[config.mk]
export PLATFORM = sky130hd
export DESIGN_NAME = jalc_sqrt_chain
export DESIGN_NICKNAME = d
export VERILOG_FILES = /design/src/hdl/jalc_sqrt_cell.sv /design/src/hdl/jalc_sqrt_chain.sv
export SDC_FILE = /design/constraint.sdc
export NUM_CORES = 2
export LEC_CHECK = 0
export ABC_CLOCK_PERIOD_IN_PS = 3700
export BUFFER_PORTS_ARGS = -buffer_cell sky130_fd_sc_hd__buf_2
export CAP_MARGIN = 30
export CORE_MARGIN = 10
export CORE_UTILIZATION = 57
export DETAILED_ROUTE_END_ITERATION = 10
export PLACE_DENSITY = 0.83
export SYNTH_ARGS = -nofsm -noshare
export SYNTH_HDL_FRONTEND = slang
export SYNTH_SLANG_ARGS = --single-unit
[constraint.sdc]
create_clock -name i_clk -period 3.7 [get_ports i_clk]
set_clock_uncertainty 0.05 [all_clocks]
set_input_delay 0.74 -clock i_clk [delete_from_list [all_inputs] [get_ports i_clk]]
set_output_delay 0.74 -clock i_clk [all_outputs]
set_load 0.005 [all_outputs]
[src/hdl/jalc_sqrt_cell.sv]
// One digit cell of the pipelined integer square root.
`default_nettype none
module jalc_sqrt_cell #(
    parameter int W   = 64,
    parameter int RW  = 33,
    parameter int TW  = 8,
    parameter int BIT = 0
) (
    input  wire logic          i_clk,
    input  wire logic          i_en,
    input  wire logic [W-1:0]  i_rem,
    input  wire logic [RW-1:0] i_root,
    input  wire logic [TW-1:0] i_tag,
    output logic      [W-1:0]  o_rem,
    output logic      [RW-1:0] o_root,
    output logic      [TW-1:0] o_tag
);
    logic [W+1:0] w_trial;
    logic [W+1:0] w_rem;
    logic [RW-1:0] n_root;
    logic [W-1:0]  n_rem;

    // try setting this root bit: (root<<(BIT+1)) + (1<<(2*BIT))
    always_comb begin
        w_rem   = {2'b00, i_rem};
        w_trial = ({{(W+2-RW){1'b0}}, i_root} << (BIT + 1)) +
                  ((W+2)'(1) << (2 * BIT));
        if (w_rem >= w_trial) begin
            n_rem  = W'(w_rem - w_trial);
            n_root = i_root | (RW'(1) << BIT);
        end else begin
            n_rem  = i_rem;
            n_root = i_root;
        end
    end

    // advance one stage
    always_ff @(posedge i_clk) begin
        if (i_en) begin
            o_rem  <= n_rem;
            o_root <= n_root;
            o_tag  <= i_tag;
        end
    end
endmodule
`default_nettype wire

[src/hdl/jalc_sqrt_chain.sv]
// Row of square root cells, one result bit per cell, with the tag carried alongside.
`default_nettype none
module jalc_sqrt_chain #(
    parameter int W  = 64,
    parameter int RW = 32,
    parameter int TW = 8
) (
    input  wire logic          i_clk,
    input  wire logic          i_en,
    input  wire logic [W-1:0]  i_val,
    input  wire logic [TW-1:0] i_tag,
    output logic      [W-1:0]  o_rem,
    output logic      [RW-1:0] o_root,
    output logic      [TW-1:0] o_tag
);
    logic [W-1:0]  w_rem  [RW+1];
    logic [RW-1:0] w_root [RW+1];
    logic [TW-1:0] w_tag  [RW+1];

    assign w_rem[0]  = i_val;
    assign w_root[0] = '0;
    assign w_tag[0]  = i_tag;

    // cells run from the top root bit down
    for (genvar g = 0; g < RW; g++) begin : g_cell
        jalc_sqrt_cell #(.W(W), .RW(RW), .TW(TW), .BIT(RW - 1 - g)) u_cell (
            .i_clk (i_clk),
            .i_en  (i_en),
            .i_rem (w_rem[g]),
            .i_root(w_root[g]),
            .i_tag (w_tag[g]),
            .o_rem (w_rem[g+1]),
            .o_root(w_root[g+1]),
            .o_tag (w_tag[g+1])
        );
    end

    assign o_rem  = w_rem[RW];
    assign o_root = w_root[RW];
    assign o_tag  = w_tag[RW];
endmodule
`default_nettype wire

==> impl_metrics.toml <==
[power]
total_leakage_power_nw = 57.9
p_comb_share_pct = 22.8
p_sw_share_pct = 30.0
p_seq_share_pct = 46.5
p_total_w = 0.0954
pwr-share-clk_pct = 30.7
p_int_w = 0.0668
ir_drop_uv = 472
p_per_area_mw_per_mm2 = 628
p_switching_w = 0.0286

[critical_path]
cp_slowest_cell = "or4_4"
cp_max_fo = 8
r2r_slack_ns = -0.21
crit_type = "register to register"
endpoint_kind = "register"
crit-reg2reg-launch = "g_cell[14].u_cell.o_rem[52]"
crit_required_ns = 4.32
reg2reg_depth = 10
cp-start-kind = "register"
reg2reg_to = "g_cell[15].u_cell.o_rem[57]"
max_stage_delay_ns = 0.53
arrival_ns = 4.53
crit_path_cell_trace = "or4_4 -> or3_4 -> or4_4 -> or3_4 -> or4_4 -> a211o_4 -> o21ai_2 -> or3_4 -> nor3_2 -> xor2_1"

[clock_tree]
clockRootBuffer = "clkbuf_16"
cts.reportedPaths.clkPinSlew_ns = 0.06
cts_buffer_depth = 4
cts_tree = "built"
cts_buffers = 307
cts-htree-levels = 5
insertion_delay_ns = 0.97
cts_sinks = 2832

[logic_synthesis]
ys_types = 91
avgSynthCellArea_um2 = 12.9
synth_edf_count = 2832
async_flop_share_pct = 0
yosysSeqAreaShare_pct = 64.8
synth_flop_cell = "edfxtp_1"
synth_nets = 10800
ys_ff_latch = 2832
yosysWarnings = 0
synth_cells = 10200
synth_area_mm2 = 0.131

[min_path]
holdPathStages = 3
min_to = "g_cell[0].u_cell.o_rem[63]"
worstHoldStart = "i_val[63]"
hp-class = "input pin to register"

[route]
vias_per_cell = 6.15
wl_per_cell_um = 24.6
drc_errors = 0
first_pass_iters = 6
drtIter0Drc = 10700
ant_nets = 0
drt_wl_total_um = 354000
vias = 88500

[global_route]
grt_use_met2_pct = 44.1
grt_util_all_layers_pct = 27.2
grt_pass1_wl_um = 525000
grt_pass1_vias = 85700
grt.busiest_layer = "met2"
grt_max_degree = 170
met1_usage_pct = 36.1
grtUsageMet3_pct = 6.15
antenna_found_initial = 11
grt-ovfl-total = 0

[floorplan]
ios = 178
die_h_um = 500
start_util_pct = 57.2
rows = 176
core_area_mm2 = 0.230
die-area_mm2 = 0.250
die_w_um = 500

[timing]
tightest_slew_ns = 0.957
rsz0062_at_grt = "yes"
relSlewSlack_pct = 35.6
timing.final.crit_period_ns = 3.91
finalHoldViolations = 0
maxSlewViolCount = 0
fmax_ghz = 0.256
min_period_over_period_pct = 106
holdWs_ns = 0.0814
finalWorstSetupSlack_ns = -0.207
final-setup-viol-count = 46
tns_ns = -2.99

[cells_and_area]
fin_nets = 11800
final_common_cell = "edfxtp_1"
area_growth_pct = 15.7
drive_above_1_share_pct = 13.9
design_area_mm2 = 0.152
final_cell_mix = "2832 x edfxtp_1, 700 x nor2_1, 697 x inv_1"
final-instance-count-excl-fill = 14400
nFillCells = 15700

[run_status]
violations = "negative setup slack"
status = "finished with violations"

[job]
maxCapViolations = 0

[placed_design]
place_area_mm2 = 0.140
hpwl_um = 256000
gp_congestion = 0.981
dp.cells = 13700
port_buffers = 177
-- power groups by stage --
stage / Clock, W / Sequential (W) / Combinational [W]
2_1_floorplan: 0 / 0.0429 / 0.0136
3_3_place_gp: 0 / 0.0446 / 0.0200
3_5_place_dp: 0 / 0.0447 / 0.0204
4_1_cts: 0.0295 / 0.0442 / 0.0208
5_1_grt: 0.0309 / 0.0446 / 0.0236
6_report: 0.0293 / 0.0444 / 0.0217
-- per-layer routing --
metal,up-vias,part of all wire (%)
met5,-,0.0051
met4,4,4.3
met3,894,10
met2,4819,47
met1,42800,39
li1,40000,-
-- worst max-delay path by stage --
stage	endpoint	cells after the start	from	slack (ns)
2_1_floorplan	g_cell[26].u_cell.o_rem[52]	14	g_cell[25].u_cell.o_rem[52]	0.00007
4_1_cts	g_cell[26].u_cell.o_rem[28]	9	g_cell[25].u_cell.o_rem[52]	0.0001
3_3_place_gp	g_cell[17].u_cell.o_rem[56]	13	g_cell[16].u_cell.o_rem[32]	-0.41
3_5_place_dp	g_cell[17].u_cell.o_rem[52]	13	g_cell[16].u_cell.o_rem[32]	-0.46
6_report	g_cell[15].u_cell.o_rem[57]	10	g_cell[14].u_cell.o_rem[52]	-0.21
5_1_grt	g_cell[15].u_cell.o_rem[57]	10	g_cell[14].u_cell.o_rem[52]	-0.28
-- synthesized netlist by cell type, types with 31 or more instances --
cell type  number  area share (%)
xnor2_1       518             3.5
a31oi_1        61            0.29
or2_2          34            0.16
ha_1          560             5.3
and3_1         55            0.26
mux2_2         87            0.75
a21oi_1       679             2.6
o21bai_1       52            0.30
clkbuf_1      169            0.48
or3_1         106            0.51
edfxtp_1     2832              65
xor2_1        416             2.8
inv_1         699             2.0
nand4_1       163            0.78
o21a_1         89            0.51
nand2_1       670             1.9
nor2b_1        79            0.38
or4_1          62            0.35
nand3_1       164            0.63
nand3b_1       31            0.18
nor4b_1        50            0.33
nor3_1        254            0.97
nor2_1        723             2.1
a211oi_1       32            0.18
o211ai_1       35            0.20
a21o_1        226             1.3
and2_1         36            0.17
o31ai_1        36            0.21
o21ai_0       431             1.6
nand2b_1      128            0.61
nor4_1        318             1.5
-- logic make-up after synthesis --
logic type | after synthesis | share of synthesized area, %
AOI/OAI and AO/OA | 1857 | 8.68
buffers and inverters | 899 | 2.59
adders and majority gates | 560 | 5.34
muxes | 97 | 0.822
DFF | 2832 | 64.8
xor gates and xnor gates | 934 | 6.23
and+or+nand+nor | 2983 | 11.6
-- through the flow --
step	utilization (%)	worst slack (ns)
6_report	66.2	-0.207
5_1_grt	66.2	-0.276
4_1_cts	65.5	0.0000986
3_3_place_gp	61.0	-0.414
3_5_place_dp	61.0	-0.460
2_1_floorplan	-	0.0000686
-- timing repair --
item                       in CTS  in global routing
resized for setup              50                234
hold buffers                   70                  0
pin swaps                      12                 56
buffers inserted                4                 48
setup endpoints to repair      99                326
gates cloned                    0                  3
hold endpoints to repair       70                  0
-- final cells by class --
| cell class | count | area [µm²] | area share, % |
|---|---|---|---|
| sequential | 2832 | 85000 | 56.0 |
| multi-input combinational | 6431 | 44200 | 29.1 |
| clock buffer | 366 | 7970 | 5.24 |
| timing repair buffer | 874 | 6920 | 4.55 |
| tap | 3026 | 3790 | 2.49 |
| inverter | 704 | 2650 | 1.74 |
| clock inverter | 165 | 1420 | 0.931 |
| antenna | 6 | 15.0 | 0.00988 |
-- registers in the layout, indices dropped and copies added, names as in the netlist --
| register | cells |
|---|---|
| g_cell.u_cell.o_rem | 2048 |
| g_cell.u_cell.o_root | 528 |
| g_cell.u_cell.o_tag | 256 |
-- critical path, delay by kind of cell, from the launching register on --
kind	cells	cell delay (ns)
DFF	1	0.41
xor gates and xnor gates	1	0.16
AOI/OAI and AO/OA	2	0.46
and+or+nand+nor	7	2.55
Note: power is estimated with default switching activity, not from simulation.
