**src/hdl/jalc_pkg.sv**
```systemverilog
// Shared types and constants for the joint angle block.
`default_nettype none
package jalc_pkg;
    localparam int SIDE_BITS    = 25;
    localparam int ANGLE_BITS   = 15;
    localparam int ZSCALE       = 20;
    localparam int CORDIC_STEPS = 24;
    localparam int ZW           = 30;
    localparam int XYW          = 56;
    localparam int RED_BITS     = 25;
    localparam int PROD_BITS    = 51;
    localparam int SUMSQ_BITS   = 52;

    typedef logic signed [XYW-1:0] t_xy;
    typedef logic signed [ZW-1:0]  t_z;

    // atan(2^-i) in units of 2^-20 degree
    function automatic t_z atan_of(input logic [4:0] i);
        t_z v;
        unique case (i)
            5'd0:  v = 30'sd47185920;
            5'd1:  v = 30'sd27855475;
            5'd2:  v = 30'sd14718068;
            5'd3:  v = 30'sd7471121;
            5'd4:  v = 30'sd3750058;
            5'd5:  v = 30'sd1876857;
            5'd6:  v = 30'sd938658;
            5'd7:  v = 30'sd469357;
            5'd8:  v = 30'sd234682;
            5'd9:  v = 30'sd117342;
            5'd10: v = 30'sd58671;
            5'd11: v = 30'sd29335;
            5'd12: v = 30'sd14668;
            5'd13: v = 30'sd7334;
            5'd14: v = 30'sd3667;
            5'd15: v = 30'sd1833;
            5'd16: v = 30'sd917;
            5'd17: v = 30'sd458;
            5'd18: v = 30'sd229;
            5'd19: v = 30'sd115;
            5'd20: v = 30'sd57;
            5'd21: v = 30'sd29;
            5'd22: v = 30'sd14;
            5'd23: v = 30'sd7;
            default: v = '0;
        endcase
        return v;
    endfunction
endpackage
`default_nettype wire

```
**src/hdl/jalc_cordic_cell.sv**
```systemverilog
// One vectoring CORDIC cell: rotate toward the x axis by atan(2^-STEP).
`default_nettype none
module jalc_cordic_cell #(
    parameter int STEP = 0,
    parameter int TW   = 8
) (
    input  wire logic                i_clk,
    input  wire logic                i_en,
    input  wire jalc_pkg::t_xy       i_x,
    input  wire jalc_pkg::t_xy       i_y,
    input  wire jalc_pkg::t_z        i_z,
    input  wire logic [TW-1:0]       i_tag,
    output jalc_pkg::t_xy            o_x,
    output jalc_pkg::t_xy            o_y,
    output jalc_pkg::t_z             o_z,
    output logic [TW-1:0]            o_tag
);
    jalc_pkg::t_xy w_xs;
    jalc_pkg::t_xy w_ys;
    jalc_pkg::t_z  w_a;

    assign w_xs = i_x >>> STEP;
    assign w_ys = i_y >>> STEP;
    assign w_a  = jalc_pkg::atan_of(5'(STEP));

    // advance one rotation
    always_ff @(posedge i_clk) begin
        if (i_en) begin
            if (i_y > 0) begin
                o_x <= i_x + w_ys;
                o_y <= i_y - w_xs;
                o_z <= i_z + w_a;
            end else begin
                o_x <= i_x - w_ys;
                o_y <= i_y + w_xs;
                o_z <= i_z - w_a;
            end
            o_tag <= i_tag;
        end
    end
endmodule
`default_nettype wire

```
**config.mk**
```make
export PLATFORM = sky130hd
export DESIGN_NAME = jalc_cordic_cell
export DESIGN_NICKNAME = d
export VERILOG_FILES = /design/src/hdl/jalc_pkg.sv /design/src/hdl/jalc_cordic_cell.sv
export SDC_FILE = /design/constraint.sdc
export NUM_CORES = 1
export LEC_CHECK = 0
export BUFFER_PORTS_ARGS = -buffer_cell sky130_fd_sc_hd__buf_2
export CAP_MARGIN = 20
export CORE_UTILIZATION = 52
export CTS_BUF_LIST = sky130_fd_sc_hd__clkbuf_16
export CTS_CLUSTER_DIAMETER = 30
export DETAILED_ROUTE_END_ITERATION = 10
export PLACE_DENSITY = 0.87
export SETUP_SLACK_MARGIN = 0.1
export SLEW_MARGIN = 5
export SYNTH_ARGS = -nofsm -noshare
export SYNTH_HDL_FRONTEND = slang
export SYNTH_SLANG_ARGS = --single-unit
```
**constraint.sdc**
```tcl
create_clock -name i_clk -period 3.91 [get_ports i_clk]
set_input_delay 0.391 -clock i_clk [delete_from_list [all_inputs] [get_ports i_clk]]
set_output_delay 0.391 -clock i_clk [all_outputs]
set_load 0.03 [all_outputs]
```
==> results.txt, run 1 <==
----------------------------------------------------
[Die]
  Die Y-Extent ... between 150 and 200 um
  Row Count ... 62
  Floorplan die area ... 29,900 um^2
  CORE AREA ... 28,700 um^2
  X dimension of the die ... 173 um
  Starting Density ... 0.528
  I/O pin count ... 302

[Global routing]
  First-pass GRT wire length ... between 80,000 and 90,000 um
  Via count of the first global-routing pass ... about 16,000
  Maximum number of pins on one net before global-route repair ... 94
  Overall Global Routing Usage ... 0.387
  Global route total overflow ... 0
  Antenna violations before repair ... 0

[Power and ir drop]
  Cell internal pwr ... between 4 and 5 mW
  VDD IR-drop max ... 0.000236 V
  Sw Pwr ... about 2.9 mW
  Share of power burned in combinational logic ... 0.451
  P_leak ... just under 9 nW
  Power density cells ... between 300 and 400 nW/um^2
  Sequential Power Share ... 0.309
  Net Sw Frac ... 0.414
  Clock network fraction of total power ... 0.240

[STA]
  Headroom to the max-slew limit ... 0.430
  Actual slew at the worst max-slew pin ... 0.855 ns
  Maximum achievable frequency ... 274 MHz
  Max-slew violations ... 0
  Final setup margin ... 0.265 ns
  Time the final worst path needs with I/O delays and setup ... roughly 3.6 ns
  Setup TNS after final layout ... 0 ns
  Final number of setup-violating endpoints ... 0
  Unrepaired setup endpoints after global routing ... false
  Fin crit share ... 0.932
  Number of hold violations in the final report ... 0

[Critical path]
  Crit start category ... input pin
  Worst Path Max Fanout ... 4
  Worst setup path start ... i_x[0]
  Endpoint class of the critical path ... register
  Critical path destination ... o_x[50]
  Worst setup path category ... input pin to register
  Required arrival time at the worst endpoint ... 4.10 ns
  CP peak stage delay ... 0.45 ns
  Master of the slowest instance on the critical path ... fa_1
  Ordered list of cells on the worst path ... buf_2 -> buf_4 -> inv_1 -> ha_1 -> fa_1 -> and4b_1 -> buf_4 -> a211oi_1 -> o211ai_1 -> nor2b_1 -> nor3_1 -> or2_2 -> o311a_1 -> o311a_1 -> a311oi_2 -> xnor2_1
  Arrival time of data at the critical path endpoint ... 3.83 ns

[Layout]
  Number of fill cells in the layout ... 2,428
  Number of nets at the end of the flow ... 2,592
  Number of standard cells in the layout, taps in and fillers out ... approximately 2,700
  Post-synthesis to final-layout area growth ... 26.1%
  Diode count ... 0
  Fraction of final layout cells sized beyond drive strength 1 ... 0.254

[Place]
  Post-Place Cells ... 2,628
  Global placement routability congestion ... 1.07
  Port Buffers ... roughly 300
  Setup slack after placement ... -0.108 ns
  Sum of net half-perimeters after detailed placement ... 48,200 um

[Synth]
  Yosys top cell area share ... 0.295
  Sequential cell area fraction in the yosys report ... 0.295
  Net count after synthesis ... 2,138
  Ys async rst share ... 0
  Synth top area cells ... edfxtp_1, ha_1, a21oi_1
  Post-synthesis cell area ... 15,200 um^2
  Cell taking the most area after synthesis ... edfxtp_1
  Count of flip-flops with a built-in enable after synthesis ... 149
  Leading cell types by count after synthesis ... a21oi_1, ha_1, inv_1
  Netlist cell types ... between 70 and 80
  Per-instance average area after synthesis ... 8.38 um^2
  Number of instances in the synthesized netlist ... ~1,800
  Number of synthesized register bits ... 149
  Most frequent cell after synthesis ... a21oi_1
  Leading register cell type out of synthesis ... edfxtp_1
  YS warnings ... 0

[Detailed routing]
  Routed length on met3 ... around 6300 um
  Antenna-violating nets left ... 0
  Number of remaining DRC errors ... 0
  Total detailed-routing wirelength ... 59,100 um
  Detailed Route Iter0 Violations ... 1,958
  Wire length the detailed router placed on met1 ... ~24,000 um
  Router iterations before antenna repair ... 6
  Mean number of vias per cell ... 6.23
  Count of vias placed by the detailed router ... 16,600
  Met2 Routed Length ... roughly 26,000 um
  Top Metal Used ... met4
  Average wire length per cell after detail routing ... 22.2 um

[Outcome]
  Status ... completed

[Clock tree]
  Clock-pin slew of the registers on the worst-case setup and hold paths ... roughly 0.070 ns
  Num Clock Sinks ... approximately 150
  Worst-case clock buffer depth ... 2
  Root Buffer Master ... clkbuf_16
  Number of clock buffers inserted by TritonCTS ... 17
  CTS tree ... built
  Number of buffers added to fix hold violations after cts ... 0
  CTS HTree Levels ... 4

[Min path]
  Hold WC Path Type ... input pin to register

[Run]
  # Max-Cap Violations ... 0

----------------------------------------------------
through the flow:
stage | total power [mW] | util | hold slack [ns] | cell area (um^2)
finish | 7.01 | 0.666 | 0.119 | 19100
global route | 7.24 | 0.666 | 0.107 | 19100
global placement | 5.23 | 0.646 | 0.567 | 18500
CTS | 6.94 | 0.666 | 0.117 | 19100
detailed placement | 5.27 | 0.646 | 0.570 | 18500
floorplan | 4.05 | - | 0.490 | 15200
state kept, by name, summed over array words and instances, names as in the netlist:
register and cells:
o_y 55, o_z 30, o_x 56, o_tag 8
kinds of logic after synthesis:
logic type,Yosys count,synth area share
buffers and inverters,266,0.0676
adder cells (fa/ha/maj),177,0.148
AO/OA/AOI/OAI,633,0.264
XOR/XNOR,115,0.0664
AND/OR/NAND/NOR,445,0.143
flip-flops,149,0.295
multiplexers,24,0.0159
cell type report:
class / instances / area (um^2) / area share
clock buffers: 17 / 425 / 0.0222
repair buffers: 524 / 3240 / 0.169
clock inverters: 14 / 145 / 0.00759
well taps: 384 / 480 / 0.0251
multi-input cells: 1394 / 9700 / 0.507
flip-flops and latches: 149 / 4470 / 0.234
inverters: 177 / 664 / 0.0347
metal layers:
metal  track usage  vias up
met5             0        -
met4         0.157        0
met3        0.0754      144
met2         0.605     1095
met1         0.525     7823
li1              -     7514
power by group through the flow:
stage	Sequential (mW)	Combinational, mW	Clock [mW]
after CTS	2.17	3.09	1.68
final	2.17	3.16	1.68
after global placement	2.19	3.04	0
after floorplan	2.69	1.36	0
after global routing	2.19	3.33	1.72
after detailed placement	2.20	3.07	0
worst min-delay path by stage:
stage	from	end	slack, ns	cells after the start
3_5_place_dp	i_z[8]	o_z[8]	0.57	1
5_1_grt	i_z[8]	o_z[8]	0.11	1
6_report	i_tag[5]	o_tag[5]	0.12	1
2_1_floorplan	i_tag[0]	o_tag[0]	0.49	0
3_3_place_gp	i_z[4]	o_z[4]	0.57	1
4_1_cts	i_tag[5]	o_tag[5]	0.12	1
repair_timing:
item / 4_1_cts / 5_1_grt
endpoints found under the setup margin: 0 / 2
gates resized for setup: 0 / 2
setup buffers: 0 / 0
cells in the final DEF, fill, tap and decap left out, types with 18 or more instances in the layout:
cell type	n
a211oi_1	25
a21o_1	33
a21oi_1	229
a221oi_1	18
buf_2	300
buf_4	219
edfxtp_1	149
ha_1	173
inv_1	169
mux2i_1	23
nand2_1	106
nand2b_1	20
nand3_1	22
nand4_1	33
nor2_1	129
nor3_1	35
nor4_1	36
o21ai_0	120
o21bai_1	51
o31ai_1	23
xnor2_1	105
critical path, delay by kind of cell:
family	cells	cell delay, ns
AOI/OAI and AO/OA	5	1.23
xor gates and xnor gates	1	0.10
adders and majority gates	2	0.67
buffers and inverters	4	0.41
and+or+nand+nor	4	1.04
(Power assumes the default switching activity.)
==> run 2, diff against run 1 <==
--- a/config.mk
+++ b/config.mk
@@ -5,13 +5,14 @@
 export SDC_FILE = /design/constraint.sdc
 export NUM_CORES = 1
 export LEC_CHECK = 0
+export ABC_AREA = 1
 export BUFFER_PORTS_ARGS = -buffer_cell sky130_fd_sc_hd__buf_2
 export CAP_MARGIN = 20
-export CORE_UTILIZATION = 52
+export CORE_UTILIZATION = 45
 export CTS_BUF_LIST = sky130_fd_sc_hd__clkbuf_16
 export CTS_CLUSTER_DIAMETER = 30
 export DETAILED_ROUTE_END_ITERATION = 10
-export PLACE_DENSITY = 0.87
+export PLACE_DENSITY = 0.76
 export SETUP_SLACK_MARGIN = 0.1
 export SLEW_MARGIN = 5
 export SYNTH_ARGS = -nofsm -noshare
==> results.txt, run 2 <==
----------------------------------------------------
[Synth]
  Ys async rst share ... 0 (unchanged)
  Post-synthesis cell area ... 21,000 um^2 (+38%)
  Dominant combinational cell family by area after synthesis ... simple AND/OR/NAND/NOR gates
  Count of flip-flops with a built-in enable after synthesis ... 149 (unchanged)
  Synth top area cells ... nand2_1, edfxtp_1, inv_1
  Number of instances in the synthesized netlist ... 3,506 (+94%)
  Net count after synthesis ... 3,835 (+79%)
  YS warnings ... 0 (unchanged)
  Most frequent cell after synthesis ... nand2_1
  Netlist cell types ... 42 (-46%)
  Number of synthesized register bits ... 149 (unchanged)
  Leading register cell type out of synthesis ... edfxtp_1
  Multiplexer share of the synthesized area ... 0 (-0.0159)
  Simple-gate portion of the synthesized area ... 0.409 (+0.266)
  Post-synthesis compound-gate area fraction ... 0.0841 (-0.180)
  Sequential cell area fraction in the yosys report ... 0.214 (-0.0814)
  Xor/xnor share of the synthesized area ... 0.0272 (-0.0392)
  Per-instance average area after synthesis ... 5.98 um^2 (-29%)
  Post-synthesis share of cell area spent on full adders, half adders and majority gates ... 0.107 (-0.0408)
  Leading cell types by count after synthesis ... nand2_1, inv_1, nand3_1
  Yosys top cell area share ... 0.231 (-0.0644)
  Cell taking the most area after synthesis ... nand2_1

[Detailed routing]
  Count of vias placed by the detailed router ... 23,100 (+39%)
  Total detailed-routing wirelength ... 83,200 um (+41%)
  Antenna-violating nets left ... 0 (unchanged)
  Number of remaining DRC errors ... 0 (unchanged)
  Average wire length per cell after detail routing ... 19.0 um (-14%)
  Router iterations before antenna repair ... 6 (unchanged)
  Mean number of vias per cell ... 5.28 (-15%)
  Detailed Route Iter0 Violations ... 2,633 (+34%)

[Die]
  CORE AREA ... 45,700 um^2 (+59%)
  X dimension of the die ... 218 um (+26%)
  Floorplan die area ... 47,400 um^2 (+59%)
  Die Y-Extent ... 218 um (+26%)
  Row Count ... 78 (+26%)
  Starting Density ... 0.459 (-0.0698)
  I/O pin count ... 302 (unchanged)

[Critical path]
  Worst Path Max Fanout ... 5 (+1)
  Category of cells accounting for the largest share of critical-path delay ... simple AND/OR/NAND/NOR gates
  CP peak stage delay ... 0.55 ns (+0.10 ns)
  Ordered list of cells on the worst path ... buf_2 -> nor4_1 -> nand3_1 -> nor2_1 -> nand2_1 -> nand2_4 -> clkinv_2 -> ha_1 -> a21oi_1 -> o21ai_0 -> nand2_1 -> nand2_1 -> a21oi_1 -> nor2_1 -> o21ai_0 -> nand2_1 -> nand2_1 -> nand2_1
  Cell seen most often among critical-path stages ... nand2_1
  Required arrival time at the worst endpoint ... 4.16 ns (+0.06 ns)
  Crit start category ... input pin
  Master of the slowest instance on the critical path ... nor4_1
  Worst setup path category ... input pin to register
  Worst path buffer plus inverter count ... 2 (-2)
  Endpoint class of the critical path ... register
  Arrival time of data at the critical path endpoint ... 3.38 ns (-0.45 ns)

[Layout]
  Most common library cell in the layout ignoring fill and taps ... nand2_1
  Number of fill cells in the layout ... 4,915 (+100%)
  Registers with the highest flip-flop counts ... o_x: 56 flops, o_y: 55 flops, o_z: 30 flops
  Fraction of final layout cells sized beyond drive strength 1 ... 0.144 (-0.110)
  Largest Register ... o_x
  Post-synthesis to final-layout area growth ... 11.3%
  Most frequent cells in the layout ... nand2_1, inv_1, buf_2
  Flip-flop count of the largest register after layout ... 56 (unchanged)
  Number of nets at the end of the flow ... 4,089 (+58%)

[STA]
  Time the final worst path needs with I/O delays and setup ... 3.14 ns (-0.508 ns)
  Unrepaired setup endpoints after global routing ... false
  Headroom to the max-slew limit ... 0.361 (-0.0689)
  Max-slew violations ... 0 (unchanged)
  Setup TNS after final layout ... 0 ns (unchanged)
  Final number of setup-violating endpoints ... 0 (unchanged)
  Fin crit share ... 0.802 (-0.130)
  Maximum achievable frequency ... 319 MHz (+16%)
  Actual slew at the worst max-slew pin ... 0.948 ns (+0.0933 ns)
  Number of hold violations in the final report ... 0 (unchanged)

[Run]
  # Max-Cap Violations ... 0 (unchanged)

[Clock tree]
  CTS HTree Levels ... 4 (unchanged)
  Num Clock Sinks ... 149 (unchanged)
  Worst-case clock buffer depth ... 2 (unchanged)
  Number of buffers added to fix hold violations after cts ... 0 (unchanged)
  Setup bufs post-CTS ... 0 (unchanged)
  Root Buffer Master ... clkbuf_16
  CTS tree ... built
  Clock-pin slew of the registers on the worst-case setup and hold paths ... 0.07 ns (about the same)
  Number of cells upsized or downsized after cts ... 0 (unchanged)
  Number of clock buffers inserted by TritonCTS ... 17 (unchanged)

[Place]
  Global placement routability congestion ... 1.04 (-3.0%)
  Port Buffers ... 301 (unchanged)
  Sum of net half-perimeters after detailed placement ... 70,200 um (+46%)

[Min path]
  Hold WC Path Type ... input pin to register
  Depth of the worst hold-timing path ... 1 (unchanged)
  Worst Min Path Start ... i_z[14]
  Destination of the worst hold path ... o_z[14]

[Outcome]
  Status ... completed

[Power and ir drop]
  VDD IR-drop max ... 0.000412 V (+75%)
  Power density cells ... 316 nW/um^2 (-14%)
  P_leak ... 13.2 nW (+52%)
  Design Power ... 7.37 mW (+5.1%)

[Global routing]
  Antenna violations before repair ... 3 (+3)
  Overall Global Routing Usage ... 0.349 (-0.0378)
  First-pass GRT wire length ... 122,000 um (+36%)
  Via count of the first global-routing pass ... 21,100 (+34%)
  Global route total overflow ... 0 (unchanged)
  Maximum number of pins on one net before global-route repair ... 117 (+24%)

----------------------------------------------------
==> run 2: cell types whose count changed after synthesis, moves of 32 or more <==
| cell | previous run | this run |
|---|---|---|
| nor2_1 | 129 | 203 |
| inv_1 | 170 | 686 |
| buf_4 | 1 | 38 |
| clkbuf_1 | 53 | 7 |
| nand3_1 | 22 | 266 |
| nor2_2 | 0 | 60 |
| a21o_1 | 33 | 1 |
| inv_2 | 3 | 44 |
| a21oi_1 | 229 | 144 |
| xor2_1 | 10 | 61 |
| xnor2_1 | 105 | 4 |
| nand2_1 | 106 | 1287 |
==> run 2: cell type report <==
type / instances / area [um^2] / area share
multi-input cells: 2546 / 13100 / 0.564
flip-flops and latches: 149 / 4470 / 0.192
inverters: 734 / 2760 / 0.118
repair buffers: 312 / 1610 / 0.0690
well taps: 600 / 751 / 0.0322
clock buffers: 17 / 425 / 0.0182
clock inverters: 15 / 155 / 0.00665
diodes: 2 / 5.00 / 0.000215
==> run 2: where the power goes <==
part	internal, mW	switching (mW)	total, mW
combinational	0.952	2.52	3.48
sequential	2.04	0.0841	2.12
clock	0.941	0.827	1.77
total	3.93	3.43	7.37
==> run 2: how the worst max path moves through the flow <==
| stage | startpoint | end | slack, ns | cells after the start |
|---|---|---|---|---|
| floorplan | i_y[39] | o_z[28] | 1.01 | 19 |
| detailed placement | i_y[39] | o_z[28] | 0.36 | 18 |
| finish | i_y[39] | o_z[28] | 0.77 | 18 |
| global placement | i_y[39] | o_z[28] | 0.34 | 18 |
| CTS | i_y[39] | o_z[28] | 0.88 | 18 |
| global route | i_y[15] | o_z[28] | 0.46 | 18 |
==> run 2: cell families (layout without fill, tap and decap cells) <==
| group | after synthesis | after routing |
|---|---|---|
| DFF | 149 | 149 |
| other | 0 | 2 |
| and+or+nand+nor | 1986 | 1986 |
| xor gates and xnor gates | 65 | 65 |
| AOI/OAI and AO/OA | 318 | 318 |
| buffers and inverters | 811 | 1078 |
| adders and majority gates | 177 | 177 |
==> run 2: through the flow <==
step                      instance area, um^2  cells  utilization  setup slack [ns]  hold WS [ns]
after floorplan                         21000   3506            -              1.01         0.490
after global placement                  22700   4341        0.498             0.338         0.567
after detailed placement                22700   4341        0.498             0.365         0.570
after CTS                               23300   4373        0.510             0.881        0.0432
after global routing                    23300   4375        0.511             0.464        0.0467
final                                   23300   4375        0.511             0.773        0.0730
==> run 2: metal layers <==
layer	track usage	wire length, um	share of wire
met2	0.545	35900	0.43
met4	0.174	4150	0.050
met3	0.0614	8160	0.098
met1	0.463	35000	0.42
met5	0	0	0
==> run 3, diff against run 2 <==
--- a/config.mk
+++ b/config.mk
@@ -12,7 +12,7 @@
 export CTS_BUF_LIST = sky130_fd_sc_hd__clkbuf_16
 export CTS_CLUSTER_DIAMETER = 30
 export DETAILED_ROUTE_END_ITERATION = 10
-export PLACE_DENSITY = 0.76
+export PLACE_DENSITY = 0.73
 export SETUP_SLACK_MARGIN = 0.1
 export SLEW_MARGIN = 5
 export SYNTH_ARGS = -nofsm -noshare
==> constraint.sdc (replaced) <==
create_clock -name i_clk -period 3.2 [get_ports i_clk]
set_input_delay 0.32 -clock i_clk [delete_from_list [all_inputs] [get_ports i_clk]]
set_output_delay 0.32 -clock i_clk [all_outputs]
set_load 0.03 [all_outputs]
==> results.txt, run 3 (synthesis results as in run 2) <==
----------------------------------------------------
[Place]
  Global placement routability congestion ... 1.04 (+0.48%)
  Port Buffers ... 301 (unchanged)
  Area post-placement ... 23,600 um^2 (+3.8%)
  Sum of net half-perimeters after detailed placement ... 71,200 um (+1.4%)
  Post-Place Cells ... 4,452 (+2.6%)

[Power and ir drop]
  Power density cells ... 373 nW/um^2 (+18%)
  P_leak ... 13.8 nW (+5.0%)
  Cell internal pwr ... 4.92 mW (+25%)
  Sequential Power Share ... 0.284 (-0.004)
  Share of power burned in combinational logic ... 0.485 (+0.013)
  VDD IR-drop max ... 0.000457 V (+11%)
  Net Sw Frac ... 0.459 (-0.00714)
  Sw Pwr ... 4.18 mW (+22%)
  Clock network fraction of total power ... 0.232 (-0.008)

[Clock tree]
  Clock-pin slew of the registers on the worst-case setup and hold paths ... 0.06 ns (about the same)
  Num Clock Sinks ... 149 (unchanged)
  CTS tree ... built
  Number of clock buffers inserted by TritonCTS ... 17 (unchanged)
  CTS HTree Levels ... 4 (unchanged)
  Worst-case clock buffer depth ... 2 (unchanged)
  Root Buffer Master ... clkbuf_16
  Setup bufs post-CTS ... 0 (unchanged)

[Layout]
  Largest Register ... o_x
  Registers with the highest flip-flop counts ... o_x: 56 flops, o_y: 55 flops, o_z: 30 flops
  Fraction of final layout cells sized beyond drive strength 1 ... 0.167 (+0.0237)
  Finished Cell Area ... 24,400 um^2 (+4.8%)
  Flip-flop count of the largest register after layout ... 56 (unchanged)
  Number of standard cells in the layout, taps in and fillers out ... 4,511 (+3.1%)
  Post-synthesis to final-layout area growth ... 16.6%
  Number of nets at the end of the flow ... 4,227 (+3.4%)
  Most common library cell in the layout ignoring fill and taps ... nand2_1
  Most frequent cells in the layout ... nand2_1, inv_1, buf_2

[Critical path]
  Master of the slowest instance on the critical path ... ha_1
  Number of logic stages on the critical path including buffering ... 21 (+3)
  Crit start category ... input pin
  Endpoint class of the critical path ... register
  Ordered list of cells on the worst path ... buf_2 -> inv_1 -> nand4_1 -> buf_4 -> nor2_1 -> nand3_1 -> nor2_1 -> nand2_2 -> nand2_4 -> clkinv_2 -> ha_1 -> a21oi_1 -> o21ai_0 -> nand2_1 -> nand2_1 -> a21oi_1 -> nor2_1 -> o21ai_0 -> nand2_1 -> nand2_1 -> nand2_1
  Worst path buffer plus inverter count ... 4 (+2)
  Worst Path Max Fanout ... 4 (-1)
  Cell seen most often among critical-path stages ... nand2_1
  Category of cells accounting for the largest share of critical-path delay ... simple AND/OR/NAND/NOR gates
  Worst setup path category ... input pin to register
  Arrival time of data at the critical path endpoint ... 3.11 ns (-0.27 ns)
  CP peak stage delay ... 0.32 ns (-0.23 ns)
  Required arrival time at the worst endpoint ... 3.45 ns (-0.71 ns)

[Die]
  Die Y-Extent ... 218 um (unchanged)
  Floorplan die area ... 47,400 um^2 (unchanged)
  X dimension of the die ... 218 um (unchanged)
  I/O pin count ... 302 (unchanged)
  CORE AREA ... 45,700 um^2 (unchanged)
  Starting Density ... 0.459 (unchanged)
  Row Count ... 78 (unchanged)

[Outcome]
  Status ... completed

[Run]
  # Max-Cap Violations ... 0 (unchanged)

[Global routing]
  Overall Global Routing Usage ... 0.352 (+0.00316)
  Antenna violations before repair ... 3 (unchanged)
  Maximum number of pins on one net before global-route repair ... 117 (unchanged)
  First-pass GRT wire length ... 124,000 um (+1.2%)
  Via count of the first global-routing pass ... 21,500 (+1.8%)
  Global route total overflow ... 0 (unchanged)

[Detailed routing]
  Count of vias placed by the detailed router ... 23,500 (+1.7%)
  Number of remaining DRC errors ... 0 (unchanged)
  Average wire length per cell after detail routing ... 18.6 um (-2.1%)
  Antenna-violating nets left ... 0 (unchanged)
  Router iterations before antenna repair ... 6 (unchanged)
  Detailed Route Iter0 Violations ... 2,559 (-2.8%)
  Total detailed-routing wirelength ... 84,000 um (+0.98%)
  Mean number of vias per cell ... 5.21 (-1.4%)

[STA]
  Number of hold violations in the final report ... 0 (unchanged)
  Actual slew at the worst max-slew pin ... 0.800 ns (-0.148 ns)
  Unrepaired setup endpoints after global routing ... false
  Maximum achievable frequency ... 350 MHz
  Fin crit share ... 0.892
  Final number of setup-violating endpoints ... 0 (unchanged)
  Time the final worst path needs with I/O delays and setup ... 2.86 ns
  Headroom to the max-slew limit ... 0.467 (+0.105)
  Max-slew violations ... 0 (unchanged)

[Min path]
  Destination of the worst hold path ... o_z[3]
  Hold WC Path Type ... input pin to register
  Depth of the worst hold-timing path ... 1 (unchanged)
  Worst Min Path Start ... i_z[3]

----------------------------------------------------
## run 3: cell types whose count changed in the layout (fill, tap and decap cells not counted), sizes merged
cell / previous run / this run
clkinvlp: 3 / 2
buf: 312 / 423
dlygate4sd3: 0 / 27
clkinv: 12 / 11
## run 3: per-stage QoR
| stage | hold slack [ns] | TNS, ns | utilization | worst slack (ns) | power (mW) |
|---|---|---|---|---|---|
| 6_report | 0.0346 | 0 | 0.535 | 0.345 | 9.10 |
| 5_1_grt | 0.0300 | 0 | 0.535 | 0.150 | 9.53 |
| 4_1_cts | 0.0174 | 0 | 0.535 | 0.323 | 9.04 |
| 3_5_place_dp | 0.498 | -0.329 | 0.516 | -0.205 | 6.89 |
| 3_3_place_gp | 0.496 | -0.207 | 0.516 | -0.146 | 6.89 |
| 2_1_floorplan | 0.419 | 0 | - | 0.367 | 5.42 |
## run 3: power groups by stage
stage | combinational [mW] | clock [mW] | sequential (mW)
2_1_floorplan | 2.29 | 0 | 3.13
3_3_place_gp | 4.26 | 0 | 2.62
3_5_place_dp | 4.27 | 0 | 2.62
4_1_cts | 4.31 | 2.14 | 2.59
5_1_grt | 4.75 | 2.17 | 2.61
6_report | 4.41 | 2.11 | 2.58
## run 3: area by class of cell
cell class	instances	area [um^2]
diodes	2	5.00
clock buffers	17	425
clock inverters	13	134
fillers	4895	21200
inverters	734	2760
multi-input cells	2546	13200
flip-flops and latches	149	4470
well taps	600	751
repair buffers	450	2740
## run 3: timing repair
item / 4_1_cts / 5_1_grt
resized for setup: 0 / 2
endpoints found under the hold margin: 27 / 0
setup endpoints to repair: 0 / 1
hold buffers: 27 / 0
## run 3: per-layer routing
metal / share of wire / vias up / global-route usage
li1: - / 11600 / -
met1: 0.43 / 10600 / 0.477
met2: 0.43 / 1116 / 0.557
met3: 0.094 / 163 / 0.0593
met4: 0.038 / 2 / 0.138
met5: 0.00015 / - / 0
## run 3: worst max path at each step
stage | slack, ns | to | start
finish | 0.34 | o_z[28] | i_y[5]
global route | 0.15 | o_z[28] | i_y[22]
CTS | 0.32 | o_z[28] | i_y[39]
detailed placement | -0.20 | o_z[28] | i_y[39]
global placement | -0.15 | o_z[28] | i_y[39]
floorplan | 0.37 | o_z[28] | i_y[39]
